`src/hw/rtl/shp3x3_pkg.sv`:
```
package shp3x3_pkg;

  localparam int MAX_WIDTH = 2048;
  localparam int ADDR_W    = $clog2(MAX_WIDTH);
  localparam int COL_W     = 11;
  localparam int ROW_W     = 16;
  localparam int CW_W      = 12;
  localparam int CFG_W     = 16;
  localparam int PIX_W     = 24;

  localparam int IN_TDATA_W  = 24;
  localparam int OUT_TDATA_W = 56;
  localparam int OUT_PAD_W   = OUT_TDATA_W - PIX_W - ROW_W - COL_W;

  localparam int FIFO_DEPTH = 8;
  localparam int FIFO_AW    = $clog2(FIFO_DEPTH);
  localparam int FIFO_CW    = $clog2(FIFO_DEPTH + 1);

  localparam logic [FIFO_CW:0] FIFO_ROOM = (FIFO_CW + 1)'(FIFO_DEPTH - 2);

  localparam logic [CW_W-1:0]  W_LO      = CW_W'(3);
  localparam logic [CW_W-1:0]  W_HI      = CW_W'(MAX_WIDTH);
  localparam logic [ROW_W-1:0] H_LO      = ROW_W'(3);
  localparam logic [CW_W-1:0]  W_RST     = CW_W'(640);
  localparam logic [ROW_W-1:0] H_RST     = ROW_W'(480);

  // configuration register indexes
  localparam logic [0:0] REG_WIDTH  = 1'b0;
  localparam logic [0:0] REG_HEIGHT = 1'b1;

  typedef logic [7:0] chan_t;

  typedef struct packed {
    chan_t red;
    chan_t green;
    chan_t blue;
  } pix_t;

  typedef struct packed {
    pix_t two;
    pix_t one;
  } line_ent_t;

  typedef struct packed {
    logic              rd_en;
    logic [ADDR_W-1:0] rd_addr_a;
    logic [ADDR_W-1:0] rd_addr_b;
    logic              wr_en;
    logic [ADDR_W-1:0] wr_addr;
    line_ent_t         wr_data;
  } line_req_t;

  typedef struct packed {
    pix_t             pix;
    logic [ROW_W-1:0] row;
    logic [COL_W-1:0] col;
    logic             last;
  } res_t;

  typedef struct packed {
    logic valid;
    logic two;
    res_t first;
    res_t second;
  } fifo_push_t;

  function automatic chan_t sharpen_ch(chan_t ctr, chan_t up, chan_t dn, chan_t lf, chan_t rt);
    logic [10:0]        five;
    logic [9:0]         nsum;
    logic signed [11:0] v;
    chan_t              res;
    five = {1'b0, ctr, 2'b00} + {3'b000, ctr};
    nsum = {2'b00, up} + {2'b00, dn} + {2'b00, lf} + {2'b00, rt};
    v = $signed({1'b0, five}) - $signed({2'b00, nsum});
    if (v < 12'sd0) begin
      res = 8'h00;
    end else if (v > 12'sd255) begin
      res = 8'hFF;
    end else begin
      res = v[7:0];
    end
    return res;
  endfunction

  function automatic pix_t sharpen_px(pix_t ctr, pix_t up, pix_t dn, pix_t lf, pix_t rt);
    pix_t res;
    res.red   = sharpen_ch(ctr.red, up.red, dn.red, lf.red, rt.red);
    res.green = sharpen_ch(ctr.green, up.green, dn.green, lf.green, rt.green);
    res.blue  = sharpen_ch(ctr.blue, up.blue, dn.blue, lf.blue, rt.blue);
    return res;
  endfunction

endpackage

```
`src/hw/rtl/shp3x3_out_fifo.sv`:
```
module shp3x3_out_fifo
  import shp3x3_pkg::*;
(
  input  logic               clk,
  input  logic               rst_n,
  input  fifo_push_t         push,
  input  logic               pop,
  output res_t               head,
  output logic [FIFO_CW-1:0] level
);

  res_t               buf_r [FIFO_DEPTH];
  logic [FIFO_AW-1:0] wr_ptr_r;
  logic [FIFO_AW-1:0] wr_ptr_nxt;
  logic [FIFO_AW-1:0] rd_ptr_r;
  logic [FIFO_AW-1:0] rd_ptr_nxt;
  logic [FIFO_CW-1:0] cnt_r;
  logic [FIFO_CW-1:0] cnt_nxt;
  logic [FIFO_CW-1:0] push_n;
  logic [FIFO_AW-1:0] wr_ptr_p1;

  assign wr_ptr_p1 = wr_ptr_r + FIFO_AW'(1);

  always_comb begin
    push_n = '0;
    if (push.valid) begin
      push_n = push.two ? FIFO_CW'(2) : FIFO_CW'(1);
    end
    wr_ptr_nxt = wr_ptr_r + push_n[FIFO_AW-1:0];
    rd_ptr_nxt = pop ? rd_ptr_r + FIFO_AW'(1) : rd_ptr_r;
    cnt_nxt    = cnt_r + push_n - (pop ? FIFO_CW'(1) : FIFO_CW'(0));
  end

  always_ff @(posedge clk) begin
    if (!rst_n) begin
      wr_ptr_r <= '0;
      rd_ptr_r <= '0;
      cnt_r    <= '0;
    end else begin
      wr_ptr_r <= wr_ptr_nxt;
      rd_ptr_r <= rd_ptr_nxt;
      cnt_r    <= cnt_nxt;
    end
  end

  always_ff @(posedge clk) begin
    if (push.valid) begin
      buf_r[wr_ptr_r] <= push.first;
      if (push.two) begin
        buf_r[wr_ptr_p1] <= push.second;
      end
    end
  end

  assign head  = buf_r[rd_ptr_r];
  assign level = cnt_r;

endmodule

```
`config.mk`:
```
export PLATFORM = sky130hd
export DESIGN_NAME = shp3x3_out_fifo
export DESIGN_NICKNAME = d
export VERILOG_FILES = /design/src/hw/rtl/shp3x3_pkg.sv /design/src/hw/rtl/shp3x3_out_fifo.sv
export SDC_FILE = /design/constraint.sdc
export NUM_CORES = 1
export LEC_CHECK = 0
export BUFFER_PORTS_ARGS = -buffer_cell sky130_fd_sc_hd__clkbuf_2
export CORE_AREA = 5 5 213 215
export CTS_CLUSTER_DIAMETER = 30
export DETAILED_ROUTE_END_ITERATION = 12
export DIE_AREA = 0 0 218 220
export GPL_TIMING_DRIVEN = 0
export PLACE_DENSITY = 0.68
export SETUP_SLACK_MARGIN = 0.4
export SKIP_CTS_REPAIR_TIMING = 1
export SYNTH_ARGS = -nofsm -noshare
export SYNTH_HDL_FRONTEND = slang
export SYNTH_SLANG_ARGS = --single-unit
```
`constraint.sdc`:
```
create_clock -name clk -period 9.8 [get_ports clk]
set_input_delay 0.98 -clock clk [delete_from_list [all_inputs] [get_ports clk]]
set_output_delay 0.98 -clock clk [all_outputs]
set_load 0.005 [all_outputs]
```
==> results by group, run 1 <==
Global routing
  – Grt ovf: 0
  – Largest net degree at the start of global routing: 45
  – Vias in the first global route: 13300
  – All-Layer GR Usage: 23.7%
  – First-pass GRT wire length: 84000 µm
  – Antenna violations before repair: 8

Power
  – Share of power burned in combinational logic: approximately 10%
  – Reg power frac: between 30% and 40%
  – Switch Pwr: between 1 and 1.5 mW
  – Net Sw Frac: 22.2%
  – Total power: 6.14 mW
  – Pwr/cell area: 229 nW/µm²
  – Pleak: a little over 9 nW
  – Peak supply drop: 0.155 mV
  – Internal power: 4.78 mW
  – Power share of the clock group: a little over half

Drt
  – Routed wire per std cell: 26.8 µm
  – DRT iter0 DRCs: a little over 1000
  – ANT nets after route: 0
  – DRT Pass-1 Iters: 5
  – DR DRC count: 0
  – Overall routed net length: 56100 µm
  – Routed via count: 12200
  – Vias/cell: between 5 and 6

Worst setup path
  – CP Data Arrival Time: 3.34 ns
  – CP startpoint kind: flop
  – CP Class: reg -> out
  – CP max FO: 10
  – CP max-delay cell: clkbuf_1
  – Reg-to-reg slack, setup: between 6 and 7 ns
  – Most repeated library cell on the critical path: clkbuf_1
  – Critical Path Sink Type: output port
  – Max stage delay on crit path: 0.75 ns
  – CP Cell Sequence: clkbuf_1, buf_1, clkbuf_1, mux4_2, mux2_2, clkbuf_2
  – CP Data Required Time: 8.82 ns

Die
  – Site row count: 77
  – Placeable Area: about 44000 µm²
  – Initial core utilization: between 40% and 50%
  – Ports: about 170
  – Die width: 218 µm
  – Die height: 220 µm
  – Die area: 48000 µm²

Placement
  – Placed instance area: 23400 µm²
  – Post-DP HPWL: 33400 µm
  – # placed instances: 1916
  – Placement Setup Slack: 6.04 ns
  – IO buf count: 164
  – RD Place Congestion: 0.730

Clock tree
  – CTS root buf: clkbuf_16
  – H-tree depth reported by CTS: 3
  – Number of CTS-inserted buffers: 97
  – Clock latency on the worst-skew pair: approximately 0.62 ns
  – Clk sinks: between 400 and 500
  – CTS Buffer Depth: 3
  – CTS tree: yes
  – Clock transition at path regs: 0.05 ns

Finish
  – Final cell count without fillers: 2096
  – Area added between synthesis and finish: 25.5%
  – Nets: 1542
  – Fillcell total: around 3200
  – Share of layout cells above drive strength 1: around 65%
  – Final core utilization: 61.7%
  – Multi-input gate area in the final layout: 8220 µm²
  – Design area: ~27000 µm²
  – Register Area: 12800 µm²

STA
  – Max-slew headroom: 34.6%
  – Actual slew at the worst max-slew pin: between 0.9 and 1 ns
  – Fmax: 231 MHz
  – Skew final: 0.0183 ns
  – Tcrit/Tclk final: 44.1%
  – Tmin final: 4.32 ns
  – Final hold vios: 0
  – Setup TNS: 0 ns
  – Final worst setup slack: between 5 and 6 ns
  – Unrepaired setup endpoints after global routing: no
  – Setup violators final: 0
  – Minimum hold slack: 0.544 ns
  – Final slew viol count: 0

Synth
  – Synth Warn #: 0
  – #FFs+latches synth: roughly 430
  – Synth Instances: 1143
  – Avg Cell Area, Syn: 18.7 µm²
  – Yosys top cell area share: 58.4%
  – EDFF count, synth: 416
  – Net Count, Synth: 1262
  – Main flop type after synthesis: edfxtp_1
  – Synth unique cells: 35
  – Asr flop ratio synth: 0%
  – Largest area contributor in the netlist: edfxtp_1
  – Synthesized area: 21400 µm²
  – Area contributors post-synth: edfxtp_1, mux2_2, mux4_2
  – Sequential share of the synthesized area: 59.6%

Flow run
  – Max cap viols: 0

Min path
  – Worst Hold Class: reg -> reg

Status
  – Status: finished clean
-- layout by cell type (no fill, tap or decap), types with 6 or more instances in the layout --
cell	n
buf_4	16
clkinv_1	10
ha_1	8
clkbuf_1	19
mux2_1	13
bufinv_16	18
buf_6	15
buf_16	9
mux4_2	104
buf_12	7
clkbuf_2	164
inv_6	6
dfxtp_1	13
clkinv_2	20
clkbuf_16	101
edfxtp_1	416
inv_1	10
clkinvlp_4	10
nor2_1	8
buf_1	7
mux2_2	455
buf_2	21
-- cell usage after synthesis, types with 2 or more instances --
library cell and count:
mux2_2 455, mux2_1 13, nand2_1 5, nor2_1 8, buf_1 7, and2_1 3, nand2b_1 4, dfxtp_1 13
nor3_4 3, inv_1 10, buf_2 21, nor2b_1 2, xnor2_1 2, clkbuf_1 12, edfxtp_1 416, o21bai_1 3
buf_4 16, ha_1 8, nand3_1 3, xor2_1 3, a21oi_1 2, nor3_2 3, fa_1 2, mux4_2 104
buf_6 15
-- flip-flops by register name (all words and copies together), names as in the netlist, named ones only --
name      count
buf_r       416
level         4
rd_ptr_r      3
wr_ptr_r      3
-- power by group through the flow --
stage                     registers (mW)  logic, mW  clock network (mW)
after floorplan                     2.19      0.375                   0
after global placement              2.20      0.587                   0
after detailed placement            2.19      0.633                   0
after CTS                           2.16      0.640                3.39
after global routing                2.16      0.681                3.50
final                               2.16      0.631                3.36
-- logic make-up after synthesis --
group | synth area share [%]
adders and majority gates | 0.655
AOI/OAI and AO/OA | 0.333
buffers and inverters | 2.35
and+or+nand+nor | 1.01
DFF | 59.6
xor gates and xnor gates | 0.409
muxes | 35.6
-- critical path, delay by kind of cell (launching register included) --
family / cells / cell delay (ns)
buffers and inverters: 4 / 1.71
muxes: 2 / 0.71
DFF: 1 / 0.30
-- path summary, 6_finish.rpt --
check             cells after the start        start            to
hold / removal                        2  rd_ptr_r[0]          flop
setup reg to reg                      7  wr_ptr_r[1]  buf_r[3][12]
setup / recovery                      6         flop      head[17]
hold reg to reg                       2  rd_ptr_r[0]          flop
-- cell type report --
cell class | instances | share of cell area [%]
plain buffers | 71 | 1.73
well taps | 592 | 2.76
clock buffers | 108 | 9.51
repair buffers | 181 | 4.56
diodes | 3 | 0.0280
multi-input cells | 633 | 30.6
inverters | 10 | 0.140
flip-flops and latches | 429 | 47.5
clock inverters | 69 | 3.16
-- per-layer routing --
| layer | track usage (%) | vias up | share of wire [%] |
|---|---|---|---|
| met5 | 0 | - | 0.071 |
| met4 | 8.14 | 6 | 2.4 |
| met3 | 5.50 | 95 | 6.1 |
| met2 | 38.4 | 420 | 49 |
| met1 | 32.0 | 6352 | 42 |
| li1 | - | 5299 | - |
No activity file was read; power rests on OpenSTA's default activity.
==> run 2, diff against run 1 <==
Settings changed: PLACE_DENSITY 0.68 to 0.71.
Clock period 9.8 ns to 3.9 ns, I/O delays scaled along.
==> run 2 against run 1 <==
Hold slack lost 0.50 ns. Critical path depth is the same. Sequential cell count is the same. Total power grew 140%. Cell area shrank 0.49%. Setup slack lost 5.0 ns.
==> results by group, run 2 (synthesized netlist as in run 1, its figures left out) <==
STA
  – Skew final: 0.0209 ns
  – Tcrit/Tclk final: 87.3%
  – Minimum hold slack: 0.0412 ns
  – Setup violators final: 0
  – Final slew viol count: 0
  – Max-slew headroom: roughly 38%
  – Final hold vios: 0
  – Fmax: just under 300 MHz
  – Unrepaired setup endpoints after global routing: yes
  – Actual slew at the worst max-slew pin: 0.928 ns
  – Tmin final: 3.41 ns

Drt
  – ANT nets after route: 0
  – DRT Pass-1 Iters: 5
  – Overall routed net length: 55300 µm
  – Routed via count: between 10000 and 15000
  – Vias/cell: approximately 5.8
  – DR DRC count: 0
  – Routed wire per std cell: 26.2 µm
  – DRT iter0 DRCs: 1052

Worst setup path
  – Reg-to-reg slack, setup: 0.59 ns
  – CP Data Required Time: 3.51 ns
  – Most repeated library cell on the critical path: buf_2
  – CP Cell Sequence: clkbuf_1, buf_2, buf_2, mux4_2, mux2_2, clkbuf_2
  – CP max FO: 10
  – Critical Path Sink Type: output port
  – CP startpoint kind: flop
  – CP Data Arrival Time: 3.02 ns
  – CP max-delay cell: mux4_2
  – CP Class: reg -> out
  – Max stage delay on crit path: 0.56 ns

Finish
  – Top reg by flops: buf_r
  – Most common cell after layout, fill and taps aside: mux2_2
  – Max reg flops: 416
  – Share of layout cells above drive strength 1: 64.0%
  – Register Area: 12800 µm²
  – Area added between synthesis and finish: 24.9%
  – Multi-input gate area in the final layout: 8240 µm²
  – Fillcell total: 3201
  – Most frequent cells in the layout: mux2_2, edfxtp_1, clkbuf_2, mux4_2, clkbuf_16
  – Nets: 1548

Global routing
  – First-pass GRT wire length: 83100 µm
  – Grt ovf: 0
  – Antenna violations before repair: 5
  – Largest net degree at the start of global routing: 34
  – All-Layer GR Usage: 23.3%
  – Vias in the first global route: 13200

Clock tree
  – Clock latency on the worst-skew pair: 0.61 ns
  – Number of CTS-inserted buffers: ~100
  – CTS tree: yes
  – H-tree depth reported by CTS: 3
  – Clk sinks: roughly 430
  – CTS Buffer Depth: 3
  – Clock transition at path regs: 0.04 ns
  – CTS root buf: clkbuf_16

Power
  – Pwr/cell area: 561 nW/µm²
  – Pleak: 9.21 nW
  – Peak supply drop: between 0.3 and 0.4 mV
  – Total power: around 15 mW

Placement
  – RD Place Congestion: 0.733
  – Post-DP HPWL: approximately 33000 µm
  – IO buf count: 164

Flow run
  – Max cap viols: 0

Die
  – Die height: 220 µm
  – Die width: 218 µm
  – Initial core utilization: 49.1%
  – Site row count: 77
  – Ports: 165
  – Die area: 48000 µm²
  – Placeable Area: 43500 µm²

Status
  – Status: finished clean

Min path
  – Worst Hold Class: in -> reg
## run 2: layout make-up
type | instances | share of cell area (%)
multi-input cells | 633 | 30.8
repair buffers | 181 | 4.41
clock buffers | 123 | 9.93
diodes | 3 | 0.0281
well taps | 592 | 2.77
flip-flops and latches | 429 | 47.7
plain buffers | 71 | 1.78
clock inverters | 66 | 2.39
inverters | 10 | 0.140
## run 2: per-layer routing
metal / track usage (%) / up-vias / wire length (µm)
met1: 32.9 / 6297 / 24100
met5: 0 / - / 39
li1: - / 5329 / -
met4: 7.47 / 4 / 1200
met2: 36.6 / 440 / 26400
met3: 4.77 / 86 / 3450
## run 2: worst paths after layout
path,cells past startpoint,start,end
min,2,rst_n,wr_ptr_r[0]
max,6,flop,head[17]
min reg2reg,2,rd_ptr_r[2],rd_ptr_r[2]
max reg2reg,6,wr_ptr_r[1],buf_r[0][21]
## run 2: through the flow
stage / cell area [µm²] / setup slack (ns) / setup TNS, ns / cells / utilization (%)
6_report: 26700 / 0.494 / 0 / 2108 / 61.4
2_1_floorplan: 21400 / 0.392 / 0 / 1143 / -
5_1_grt: 26700 / 0.292 / 0 / 2107 / 61.4
3_3_place_gp: 23000 / -2.53 / -420.14 / 1899 / 52.7
4_1_cts: 26700 / 0.0623 / 0 / 2105 / 61.3
3_5_place_dp: 23400 / 0.430 / 0 / 1916 / 53.7
## run 2: worst max-delay path, delay by kind of cell (launching register included)
family                 cells  cell delay, ns
buffers and inverters      4            1.23
muxes                      2            0.85
DFF                        1            0.30
## run 2: power by group
group	internal, mW	switching (mW)
combinational	0.781	0.787
sequential	5.36	0.0618
clock	5.45	2.57
total	11.6	3.42
